==> src/rtl/ldsch_pkg.sv <==
// ldsch_pkg: shared types and constants of the look disk scheduler
// holds parameter defaults, request codes, the fsm state type and control structs
// no dependencies
package ldsch_pkg;

	// parameter defaults
	localparam int QUEUE_DEPTH_DEF = 32;
	localparam int CYL_BITS_DEF    = 16;

	// request function codes
	localparam logic FUNC_LOAD  = 1'b0;
	localparam logic FUNC_START = 1'b1;

	// sequencer states
	typedef enum logic [1:0] {
		ST_IDLE,
		ST_PLAN,
		ST_SERVE,
		ST_EMPTY
	} state_t;

	// control broadcast to every cell of the sorted chain
	typedef struct packed {
		logic insert;
		logic capture;
		logic toward_high;
	} cell_ctrl_t;

	// control toward the seek accumulator and result register
	typedef struct packed {
		logic start;
		logic emit;
		logic empty;
		logic last;
		logic ovf;
	} seek_ctrl_t;

endpackage

==> src/rtl/look_disk_scheduler.sv <==
// look disk scheduler: a load request is taken while idle; a start request is accepted,
// passes a planning state, then gives one result per cycle while out_ready does not stall
// it, n results for n stored requests, by a walk over the cell chain that reads one cell
// per result. an empty store gives its single result, marked not valid, after the start.
// asynchronous active-low reset clears count, overflow, head and total; the cell
// contents need no clearing, only slots below the count are ever read.
module look_disk_scheduler #(
	parameter int QUEUE_DEPTH   = ldsch_pkg::QUEUE_DEPTH_DEF,
	parameter int CYLINDER_BITS = ldsch_pkg::CYL_BITS_DEF
) (
	input  logic                     clk,
	input  logic                     arst_n,
	input  logic                     in_valid,
	output logic                     in_ready,
	input  logic                     func,
	input  logic [CYLINDER_BITS-1:0] cylinder,
	input  logic                     toward_high,
	output logic                     out_valid,
	input  logic                     out_ready,
	output logic                     served_valid,
	output logic [CYLINDER_BITS-1:0] served_cylinder,
	output logic [CYLINDER_BITS-1:0] seek_distance,
	output logic [CYLINDER_BITS:0]   seek_total,
	output logic                     last_of_run,
	output logic                     overflowed
);

	localparam int CNT_W = $clog2(QUEUE_DEPTH + 1);
	localparam int IDX_W = (QUEUE_DEPTH > 1) ? $clog2(QUEUE_DEPTH) : 1;
	localparam logic [CNT_W-1:0] FULL = CNT_W'(QUEUE_DEPTH);

	ldsch_pkg::state_t     state_q, state_d;
	ldsch_pkg::cell_ctrl_t cell_ctrl;
	ldsch_pkg::seek_ctrl_t seek_ctrl;

	logic [CNT_W-1:0] count_q;
	logic             ovf_q;
	logic             run_up_q;
	logic [CNT_W-1:0] b_q;
	logic [IDX_W-1:0] ptr_q;
	logic             dir_up_q;
	logic             second_q;

	logic [CYLINDER_BITS-1:0] val [QUEUE_DEPTH];
	logic [QUEUE_DEPTH-1:0]   gt;
	logic [QUEUE_DEPTH-1:0]   below;
	logic [QUEUE_DEPTH-1:0]   occ;
	logic [QUEUE_DEPTH-1:0]   tail;
	logic [QUEUE_DEPTH:0]     below_ext;

	logic             accept, is_load, is_start, full;
	logic             slot_free, serve_fire, empty_fire, run_done;
	logic [CNT_W-1:0] below_cnt, below_dec, b_dec, cnt_dec;
	logic             plan_first_empty, plan_dir_up;
	logic             at_end, other_side, last;

	assign accept   = in_valid && in_ready;
	assign is_load  = accept && (func == ldsch_pkg::FUNC_LOAD);
	assign is_start = accept && (func == ldsch_pkg::FUNC_START);
	assign full     = (count_q == FULL);

	// occupancy and tail slot of each cell
	always_comb begin
		for (int i = 0; i < QUEUE_DEPTH; i++) begin
			occ[i]  = CNT_W'(i) < count_q;
			tail[i] = CNT_W'(i) == count_q;
		end
	end

	// sorted chain of cells
	for (genvar g = 0; g < QUEUE_DEPTH; g++) begin : g_cell
		logic                     prev_gt;
		logic [CYLINDER_BITS-1:0] prev_val;
		if (g == 0) begin : g_first
			assign prev_gt  = 1'b0;
			assign prev_val = '0;
		end else begin : g_next
			assign prev_gt  = gt[g-1];
			assign prev_val = val[g-1];
		end
		ldsch_cell #(
			.CYL_W(CYLINDER_BITS)
		) u_cell (
			.clk      (clk),
			.arst_n   (arst_n),
			.ctrl     (cell_ctrl),
			.cyl      (cylinder),
			.occupied (occ[g]),
			.tail     (tail[g]),
			.prev_gt  (prev_gt),
			.prev_val (prev_val),
			.gt       (gt[g]),
			.val      (val[g]),
			.below    (below[g])
		);
	end

	// size of the low side: the flags form a thermometer, so encode its edge
	assign below_ext = {1'b0, below};
	always_comb begin
		below_cnt = '0;
		for (int i = 0; i < QUEUE_DEPTH; i++) begin
			if (below_ext[i] && !below_ext[i+1]) begin
				below_cnt = below_cnt | CNT_W'(i + 1);
			end
		end
	end

	// plan of the first sweep
	assign below_dec        = below_cnt - CNT_W'(1);
	assign plan_first_empty = run_up_q ? (below_cnt == count_q) : (below_cnt == '0);
	assign plan_dir_up      = run_up_q ^ plan_first_empty;

	// sweep walk
	assign b_dec      = b_q - CNT_W'(1);
	assign cnt_dec    = count_q - CNT_W'(1);
	assign at_end     = dir_up_q ? (CNT_W'(ptr_q) == cnt_dec) : (ptr_q == '0);
	assign other_side = !second_q && (dir_up_q ? (b_q != '0) : (b_q != count_q));
	assign last       = at_end && !other_side;

	assign serve_fire = (state_q == ldsch_pkg::ST_SERVE) && slot_free;
	assign empty_fire = (state_q == ldsch_pkg::ST_EMPTY) && slot_free;
	assign run_done   = (serve_fire && last) || empty_fire;

	// next state
	always_comb begin
		state_d = state_q;
		unique case (state_q)
			ldsch_pkg::ST_IDLE: begin
				if (is_start) begin
					state_d = (count_q == '0) ? ldsch_pkg::ST_EMPTY : ldsch_pkg::ST_PLAN;
				end
			end
			ldsch_pkg::ST_PLAN: begin
				state_d = ldsch_pkg::ST_SERVE;
			end
			ldsch_pkg::ST_SERVE: begin
				if (serve_fire && last) begin
					state_d = ldsch_pkg::ST_IDLE;
				end
			end
			ldsch_pkg::ST_EMPTY: begin
				if (empty_fire) begin
					state_d = ldsch_pkg::ST_IDLE;
				end
			end
			default: state_d = ldsch_pkg::ST_IDLE;
		endcase
	end

	// fsm outputs
	always_comb begin
		in_ready              = (state_q == ldsch_pkg::ST_IDLE);
		cell_ctrl.insert      = is_load && !full;
		cell_ctrl.capture     = is_start;
		cell_ctrl.toward_high = toward_high;
		seek_ctrl.start       = is_start;
		seek_ctrl.emit        = serve_fire || empty_fire;
		seek_ctrl.empty       = (state_q == ldsch_pkg::ST_EMPTY);
		seek_ctrl.last        = (state_q == ldsch_pkg::ST_EMPTY) || last;
		seek_ctrl.ovf         = ovf_q;
	end

	// state, count and overflow
	always_ff @(posedge clk or negedge arst_n) begin
		if (!arst_n) begin
			state_q <= ldsch_pkg::ST_IDLE;
			count_q <= '0;
			ovf_q   <= 1'b0;
		end else begin
			state_q <= state_d;
			if (cell_ctrl.insert) begin
				count_q <= count_q + CNT_W'(1);
			end else if (run_done) begin
				count_q <= '0;
			end
			if (is_load && full) begin
				ovf_q <= 1'b1;
			end else if (run_done) begin
				ovf_q <= 1'b0;
			end
		end
	end

	// sweep pointer and direction
	always_ff @(posedge clk or negedge arst_n) begin
		if (!arst_n) begin
			run_up_q <= 1'b0;
			b_q      <= '0;
			ptr_q    <= '0;
			dir_up_q <= 1'b0;
			second_q <= 1'b0;
		end else begin
			if (is_start) begin
				run_up_q <= toward_high;
			end
			if (state_q == ldsch_pkg::ST_PLAN) begin
				b_q      <= below_cnt;
				dir_up_q <= plan_dir_up;
				second_q <= plan_first_empty;
				ptr_q    <= plan_dir_up ? below_cnt[IDX_W-1:0] : below_dec[IDX_W-1:0];
			end else if (serve_fire) begin
				if (at_end) begin
					dir_up_q <= !dir_up_q;
					second_q <= 1'b1;
					ptr_q    <= !dir_up_q ? b_q[IDX_W-1:0] : b_dec[IDX_W-1:0];
				end else if (dir_up_q) begin
					ptr_q <= ptr_q + IDX_W'(1);
				end else begin
					ptr_q <= ptr_q - IDX_W'(1);
				end
			end
		end
	end

	// seek accumulation and result register
	ldsch_seek #(
		.CYL_W(CYLINDER_BITS)
	) u_seek (
		.clk             (clk),
		.arst_n          (arst_n),
		.ctrl            (seek_ctrl),
		.start_cyl       (cylinder),
		.value           (val[ptr_q]),
		.slot_free       (slot_free),
		.out_valid       (out_valid),
		.out_ready       (out_ready),
		.served_valid    (served_valid),
		.served_cylinder (served_cylinder),
		.seek_distance   (seek_distance),
		.seek_total      (seek_total),
		.last_of_run     (last_of_run),
		.overflowed      (overflowed)
	);

endmodule

==> src/rtl/ldsch_cell.sv <==
// ldsch_cell: one cell of the sorted request chain
// holds one cylinder, shifts toward higher slots on insert, flags the low side of the head
// depends on ldsch_pkg
module ldsch_cell #(
	parameter int CYL_W = ldsch_pkg::CYL_BITS_DEF
) (
	input  logic                   clk,
	input  logic                   arst_n,
	input  ldsch_pkg::cell_ctrl_t  ctrl,
	input  logic [CYL_W-1:0]       cyl,
	input  logic                   occupied,
	input  logic                   tail,
	input  logic                   prev_gt,
	input  logic [CYL_W-1:0]       prev_val,
	output logic                   gt,
	output logic [CYL_W-1:0]       val,
	output logic                   below
);

	logic [CYL_W-1:0] val_q;
	logic             below_q;

	// strict compare keeps equal cylinders behind the ones already held
	assign gt    = occupied && (val_q > cyl);
	assign val   = val_q;
	assign below = below_q;

	// insertion: take the neighbor's value when it moves up, else the new request
	always_ff @(posedge clk) begin
		if (ctrl.insert && (prev_gt || gt || tail)) begin
			val_q <= prev_gt ? prev_val : cyl;
		end
	end

	// low side of the head for the run: strict on an upward run, inclusive downward
	always_ff @(posedge clk or negedge arst_n) begin
		if (!arst_n) begin
			below_q <= 1'b0;
		end else if (ctrl.capture) begin
			below_q <= occupied && (ctrl.toward_high ? (val_q < cyl) : (val_q <= cyl));
		end
	end

endmodule

==> src/rtl/ldsch_seek.sv <==
// ldsch_seek: head tracking, seek accumulation and the result register
// computes distance and running total for each served request
// depends on ldsch_pkg
module ldsch_seek #(
	parameter int CYL_W = ldsch_pkg::CYL_BITS_DEF
) (
	input  logic                   clk,
	input  logic                   arst_n,
	input  ldsch_pkg::seek_ctrl_t  ctrl,
	input  logic [CYL_W-1:0]       start_cyl,
	input  logic [CYL_W-1:0]       value,
	output logic                   slot_free,
	output logic                   out_valid,
	input  logic                   out_ready,
	output logic                   served_valid,
	output logic [CYL_W-1:0]       served_cylinder,
	output logic [CYL_W-1:0]       seek_distance,
	output logic [CYL_W:0]         seek_total,
	output logic                   last_of_run,
	output logic                   overflowed
);

	logic             out_valid_q;
	logic [CYL_W-1:0] head_q;
	logic [CYL_W:0]   total_q;
	logic             served_valid_q;
	logic [CYL_W-1:0] served_cylinder_q;
	logic [CYL_W-1:0] seek_distance_q;
	logic [CYL_W:0]   seek_total_q;
	logic             last_q;
	logic             ovf_q;

	logic [CYL_W-1:0] delta;
	logic [CYL_W:0]   sum;

	// absolute head movement and new running total
	assign delta = (value >= head_q) ? (value - head_q) : (head_q - value);
	assign sum   = total_q + {1'b0, delta};

	assign slot_free = !out_valid_q || out_ready;

	// head and total state
	always_ff @(posedge clk or negedge arst_n) begin
		if (!arst_n) begin
			out_valid_q <= 1'b0;
			head_q      <= '0;
			total_q     <= '0;
		end else begin
			if (ctrl.start) begin
				head_q  <= start_cyl;
				total_q <= '0;
			end else if (ctrl.emit && !ctrl.empty) begin
				head_q  <= value;
				total_q <= sum;
			end
			if (ctrl.emit) begin
				out_valid_q <= 1'b1;
			end else if (out_ready) begin
				out_valid_q <= 1'b0;
			end
		end
	end

	// result payload
	always_ff @(posedge clk) begin
		if (ctrl.emit) begin
			served_valid_q    <= !ctrl.empty;
			served_cylinder_q <= ctrl.empty ? '0 : value;
			seek_distance_q   <= ctrl.empty ? '0 : delta;
			seek_total_q      <= ctrl.empty ? '0 : sum;
			last_q            <= ctrl.last;
			ovf_q             <= ctrl.ovf;
		end
	end

	assign out_valid       = out_valid_q;
	assign served_valid    = served_valid_q;
	assign served_cylinder = served_cylinder_q;
	assign seek_distance   = seek_distance_q;
	assign seek_total      = seek_total_q;
	assign last_of_run     = last_q;
	assign overflowed      = ovf_q;

endmodule

==> config.mk <==
export PLATFORM = sky130hd
export DESIGN_NAME = look_disk_scheduler
export DESIGN_NICKNAME = d
export VERILOG_FILES = /design/src/rtl/ldsch_pkg.sv /design/src/rtl/look_disk_scheduler.sv /design/src/rtl/ldsch_cell.sv /design/src/rtl/ldsch_seek.sv
export SDC_FILE = /design/constraint.sdc
export NUM_CORES = 2
export LEC_CHECK = 0
export ABC_AREA = 1
export CORE_MARGIN = 4
export CORE_UTILIZATION = 30
export DETAILED_ROUTE_END_ITERATION = 12
export DONT_BUFFER_PORTS = 1
export GPL_ROUTABILITY_DRIVEN = 1
export SLEW_MARGIN = 10
export SYNTH_ARGS = -nofsm -noshare
export SYNTH_HDL_FRONTEND = slang
export SYNTH_SLANG_ARGS = --single-unit
==> constraint.sdc <==
create_clock -name clk -period 4.65 [get_ports clk]
set_input_delay 0.93 -clock clk [delete_from_list [all_inputs] [get_ports clk]]
set_output_delay 0.93 -clock clk [all_outputs]
set_load 0.02 [all_outputs]
# Yosys cells after proc, flatten, opt, wreduce, memory -nomap -nowiden
# Cells that the tools add are included.
word_totals:
  ff_bits: 653
  output_inout_bits: 54
  inputBits: 22
  wordCells: 668
classes:
  eq_ne: 41
  n_reduce_logical: 255
  n_bitwise: 3
  n_mux: 149
  add_sub_neg: 9
  order_cmp: 130
op_table:
  columns: ["cell", "n"]
  rows:
  - ["$mux W16", 37]
  - ["$gt A16 B16 Y1", 32]
  - ["$le A16 B16 Y1", 32]
  - ["$lt A16 B16 Y1", 32]
  - ["$mux W5", 28]
  - ["$logic_and A1 B1 Y1", 138]
  - ["$eq A5 B6 Y1 const A", 16]
  - ["$lt A5 B6 Y1 const A", 16]
  - ["$bmux W16 S5", 1]
  - ["$logic_or A1 B1 Y1", 67]
  - ["$mux W1", 54]
  - ["$mux W17", 3]
  - ["$eq A4 B6 Y1 const A", 8]
  - ["$lt A4 B6 Y1 const A", 8]
  - ["$logic_not A1 Y1", 37]
  - ["$mux W4", 8]
  - ["$sub A16 B16 Y16", 2]
  - ["$eq A3 B6 Y1 const A", 4]
  - ["$lt A3 B6 Y1 const A", 4]
  - ["$mux W6", 4]
  - ["$mux W2", 9]
  - ["$add A17 B16 Y17", 1]
  - ["$ge A16 B16 Y1", 1]
  - ["$sub A5 B1 Y5 const B", 3]
  - ["28 further kinds", 42]

# Longest topological paths before layout
logic_depth:
  word_depth: 39
  depth_mapped: 36
  depth_no_buf: 30

# Hierarchy
# From an unflattened synthesis, not the netlist that was laid out.
unflattened:
  cells_unflattened: 6665
  area_unflattened_um2: 50761.2
modules_own_cells:
  columns: ["mod", "instances", "seq_area_each_um2", "cells_per_inst", "area_each_um2"]
  rows:
  - ["ldsch_cell at g_cell[0].u_cell ...", 31, 505.5, 138, 1164.9]
  - ["look_disk_scheduler", 1, 575.6, 1435, 7263.2]
  - ["ldsch_seek", 1, 2412.3, 814, 6224.7]
  - ["ldsch_cell at g_cell[30].u_cell", 1, 505.5, 138, 1162.4]

# Worst setup path after synthesis
# OpenSTA, ideal clock, no wires.
synth_path:
  path_type: "register -> register"
  from: "register ptr_q[0]"
  to: "register u_seek.seek_total_q[11], in the netlist u_seek.seek_total[11] (data pin)"
  path_buffers: 5
  path_stages_with_launch: 35
  slack_ps: -144
  setup_time_ps: 266
  t_required_ps: 4384
  synth_period_minus_slack_ps: 4794
  t_arrival_ps: 4528
  path_cell_list: "dfrtp_1 -> buf_6 -> inv_4 -> buf_6 -> buf_8 -> buf_2 -> o21ai_0 -> a21oi_1 -> o21ai_0 -> nand3_1 -> nand3_1 -> nand2_2 -> ha_1 -> inv_1 -> fa_1 -> a21oi_1 -> o21ai_1 -> nand2_1 -> nand3_2 -> inv_2 -> buf_6 -> nand2_1 -> nand2_1 -> inv_1 -> ha_1 -> a21oi_1 -> nand2_1 -> a31oi_1 -> o21ai_0 -> nand2_1 -> nand2_1 -> nand2_1 -> nand2_1 -> xnor2_1 -> nor2_1"
synth_between:
  elab_chain_cells: 7
  word_cells_on_any_way: 9
  classes_between: "add/sub: 3; order compare: 1; mux: 4; bitwise: 1"
synth_rtl:
  columns: ["item", "line", "text"]
  rows:
  - ["start: declaration", "look_disk_scheduler.sv:40", "logic [IDX_W-1:0] ptr_q;"]
  - ["start signal: assignment", "look_disk_scheduler.sv:201", "ptr_q <= plan_dir_up ? below_cnt[IDX_W-1:0] : below_dec[IDX_W-1:0];"]
  - ["start signal: assignment", "look_disk_scheduler.sv:206", "ptr_q <= !dir_up_q ? b_q[IDX_W-1:0] : b_dec[IDX_W-1:0];"]
  - ["start signal: assignment", "look_disk_scheduler.sv:208", "ptr_q <= ptr_q + IDX_W'(1);"]
  - ["$not A5 Y6 (implied by the code) *", "look_disk_scheduler.sv:224", ".value (val[ptr_q]),"]
  - ["$bmux W16 S5 *", "look_disk_scheduler.sv:224", null]
  - ["$mux W16 (implied by the code) * (2 in series)", "look_disk_scheduler.sv:224", null]
  - ["$sub A16 B16 Y16 or $ge A16 B16 Y1 (tied branches)", "ldsch_seek.sv:37", "assign delta = (value >= head_q) ? (value - head_q) : (head_q - value);"]
  - ["$mux W16 *", "ldsch_seek.sv:37", null]
  - ["via u_seek.delta[2]", "ldsch_seek.sv:33", "logic [CYL_W-1:0] delta;"]
  - ["$add A17 B16 Y17 *", "ldsch_seek.sv:38", "assign sum = total_q + {1'b0, delta};"]
  - ["end signal: assignment", "ldsch_seek.sv:70", "seek_total_q <= ctrl.empty ? '0 : sum;"]
  - ["end: declaration", "ldsch_seek.sv:29", "logic [CYL_W:0] seek_total_q;"]
# Mark *: on every way through the listed nets, which the timed path passes. The rest lies on a longest branch. The select of a mux whose other input is x is not followed.
# A chain may end at the register's enable or synchronous reset.

# Final worst setup path
layout_path:
  from: "register ptr_q[0]"
  to: "register u_seek.seek_total_q[12], in the netlist u_seek.seek_total[12] (data pin)"
layout_between:
  elab_chain_cells: 7
  word_cells_on_any_way: 9
  classes_between: "add/sub: 3; order compare: 1; mux: 4; bitwise: 1"
layout_rtl:
  columns: ["item", "line", "text"]
  rows:
  - ["$not A5 Y6 (implied by the code)", "look_disk_scheduler.sv:224", null]
  - ["$bmux W16 S5", "look_disk_scheduler.sv:224", null]
  - ["$mux W16 (implied by the code) (2 in series)", "look_disk_scheduler.sv:224", null]
  - ["via u_seek.value[6]", "ldsch_seek.sv:11", "input logic [CYL_W-1:0] value,"]
  - ["$ge A16 B16 Y1", "ldsch_seek.sv:37", null]
  - ["$mux W16", "ldsch_seek.sv:37", null]
  - ["via u_seek.delta[3]", "ldsch_seek.sv:33", null]
  - ["$add A17 B16 Y17", "ldsch_seek.sv:38", null]
# The timed path passes the listed nets, and every way through them passes these cells. The select of a mux whose other input is x is not followed.

==> qor.yml <==
tightest_slew_ns: 1.23
nets: 6885
fin_ws_ns: -0.433
syn-cell-area_mm2: 0.0469
clockBufferDepth: 3
yosysMostFrequentCell: "nand2_1"
num_rows: 144
yosysWarnings: 0
violations: "setup timing"
syn_to_final_growth_pct: 28.8
cp-end-kind: "flip-flop"
clock_latency_ns: 0.71
vdd_ir_drop_max_v: 0.00108
cts_tree: "done"
dp_slack_ns: -1.08
arrival_ns: 5.54
slowest_stage: "dfrtp_4"
p_per_area_mw_per_mm2: 817
drcViolationCount: 0
die-area_mm2: 0.163
first_pass_iters: 6
multi_input_area_mm2: 0.0264
p_leak_nw: 26.2
crit_type: "reg -> reg"
overflow: 0
fmax_mhz: 197
crit_buf_inv: 10
vias: 45060
min_path_type: "in -> async"
design.portCount: 76
grt_pass1_vias: 43359
postRouteAntennaNets: 0
cp.required_ns: 5.10
synth-async-reset-ratio_pct: 13.6
worstSetupStartpointType: "flip-flop"
worst_clock_skew_ns: 0.0327
min_period_ns: 5.08
clockRootBuffer: "clkbuf_16"
die_x_um: 403
cts_sinks: 653
synthCells: 5595
grt_usage_pct: 22.1
path_clk_slew_ns: 0.06
status: "finished, violations left"
hold_ws_ns: 0.112
antenna_found_initial: 3
synth.area.top_cells: "edfxtp_1 (36%), ha_1 (15%), a21oi_1 (8.2%)"
slew-limit-headroom_pct: 17.1
detail_route.wl_per_cell_um: 22.3
synth_largest_area_cell: "edfxtp_1"
cp_top_family: "simple AND/OR/NAND/NOR gates"
finalCritPeriodShare_pct: 109
vias_per_cell: 5.36
critPathMostFrequentCell: "o21ai_1"
critPathMaxStageDelay_ns: 0.58
seq_area_mm2: 0.0192
rsz0062_at_grt: "yes"
slew_violations: 0
grt_max_degree: 90
drt_iter0_markers: 4762
final_core_util_pct: 39.0
synth_edf_count: 564
maxCapViolCount: 0
rrSetupSlack_ns: -0.43
dp.cells: 8175
grt_pass1_wl_um: 274000
dp_hpwl_um: 135000
core-area_mm2: 0.155
synth_fp_nets: 6189
ys_ff_latch: 653
worstPathMaxFanout: 8
htreeDepth: 3
port_buffers: 0
synth_common_cells: "nand2_1 (785), a21oi_1 (770), nor2_1 (744), o21ai_0 (589), ha_1 (568)"
netlist.area_leader.share_pct: 36.1
initial_utilization_pct: 30.3
setup_violations: 29
drt-total-wl_um: 187000
fillers: 15387
gp_congestion: 0.954
drive_above_1_share_pct: 22.3
hold_violations: 0
ys_seq_area_share_pct: 40.9
ys.flop_type: "edfxtp_1"
dieHeight_um: 403
numCtsBuffers: 80
fin_cells: 8402
synth.avg_cell_area_um2: 8.38
synth.distinct_cells: 59
==> metal layers <==
metal  GRT usage (%)  vias up  wire length [um]  share of wire, %
met5               0        -                 0                 0
met2            36.1     1946             85900                46
met3            3.78      414             15300               8.2
met4            10.3        0              9810               5.2
li1                -    21096                 -                 -
met1            28.6    21604             76300                41
==> repair_timing <==
item	CTS	global route
setup endpoints to repair	32	31
buffers inserted	32	34
pin swaps	56	148
hold buffers	1	0
endpoints found under the hold margin	89	0
resized for setup	289	288
gates cloned	11	7
==> cell usage in the layout, fill, tap and decap left out, types with 10 or more instances in the layout <==
cell type	synthesis	layout
nand2_4	3	20
clkinv_1	3	17
o21ai_2	1	36
xor2_1	40	34
a21oi_1	770	719
clkbuf_16	0	88
ha_4	0	30
xnor2_1	22	16
inv_1	429	408
nand3_2	14	58
clkinv_2	0	11
nor2_4	9	12
o211ai_1	104	104
buf_12	0	44
nand2_1	785	746
buf_6	24	31
nand2_2	12	31
clkbuf_1	154	20
nor3_1	23	17
o22ai_1	17	12
buf_4	13	803
o21ai_1	65	151
ha_1	568	538
dfrtp_1	89	86
edfxtp_1	564	564
nand3_1	225	167
o21ai_0	589	461
o221ai_1	15	15
nor2_1	744	725
o2111ai_1	19	17
nor4_1	21	19
a21oi_2	0	41
nor2_2	5	21
buf_16	0	13
a21oi_4	0	10
inv_2	33	46
nand3_4	0	14
nand4_1	42	42
==> metrics by stage <==
step	total power [W]	TNS [ns]	cell area, um^2
after CTS	0.0455	-6.26	59000
final	0.0493	-8.37	60400
after floorplan	0.0218	0	46900
after global placement	0.0336	-24.05	54800
after detailed placement	0.0336	-26.45	54800
after global routing	0.0522	-13.53	60400
==> power by group <==
part | internal (W) | switching (W) | leakage, nW | total, W
combinational | 0.0161 | 0.0185 | 18.8 | 0.0346
sequential | 0.00774 | 0.000776 | 6.24 | 0.00851
clock | 0.00344 | 0.00284 | 1.21 | 0.00627
total | 0.0272 | 0.0221 | 26.2 | 0.0493
==> cells by family (layout without fill, tap and decap cells) <==
logic type / Yosys count / in the layout / share of synthesized area [%]
compound gates: 1647 / 1647 / 18.9
xor+xnor: 62 / 62 / 1.16
fa+ha+maj: 572 / 572 / 15.3
buf+inv: 762 / 1523 / 6.87
flops: 653 / 653 / 40.9
other cells: 0 / 2 / 0
simple gates: 1899 / 1899 / 16.9
==> registers in the layout, indices dropped and copies added (netlist names), 2 cells and up <==
register / count
u_seek.seek_total: 17
g_cell.u_cell.val: 512
u_seek.served_cylinder: 16
u_seek.seek_distance: 16
u_seek.total_q: 17
count_q: 6
u_seek.head_q: 16
ptr_q: 5
g_cell.u_cell.below: 32
b_q: 6
state_q: 2
==> worst register-to-register path, delay by kind of cell (launching register included) <==
family | cells | cell delay (ns)
xor+xnor | 1 | 0.19
compound gates | 8 | 1.11
buf+inv | 10 | 1.14
flops | 1 | 0.58
simple gates | 11 | 1.33
fa+ha+maj | 2 | 0.50
==> final timing paths <==
kind / from / end / depth (start not counted)
worst min register to register: ovf_q / u_seek.overflowed / 0
worst min-delay path: arst_n / u_seek.total_q[10] / 1
min in group clk: cylinder[15] / g_cell[0].u_cell.val[15] / 0
worst max-delay path: ptr_q[0] / u_seek.seek_total[12] / 32
worst max register to register: ptr_q[0] / u_seek.seek_total[12] / 32
max in group asynchronous: arst_n / ptr_q[0] / 1
==> layout make-up <==
type                            count  area share [%]
Clock inverter                     43           0.566
Multi-Input combinational cell   4180            43.7
Timing Repair inverter              1          0.0187
Clock buffer                      104            3.55
Tap cell                         2044            4.24
Inverter                          467            2.98
Sequential cell                   653            31.7
Antenna cell                        2         0.00829
Timing Repair Buffer              908            13.2
No activity file was read; power rests on OpenSTA's default activity.
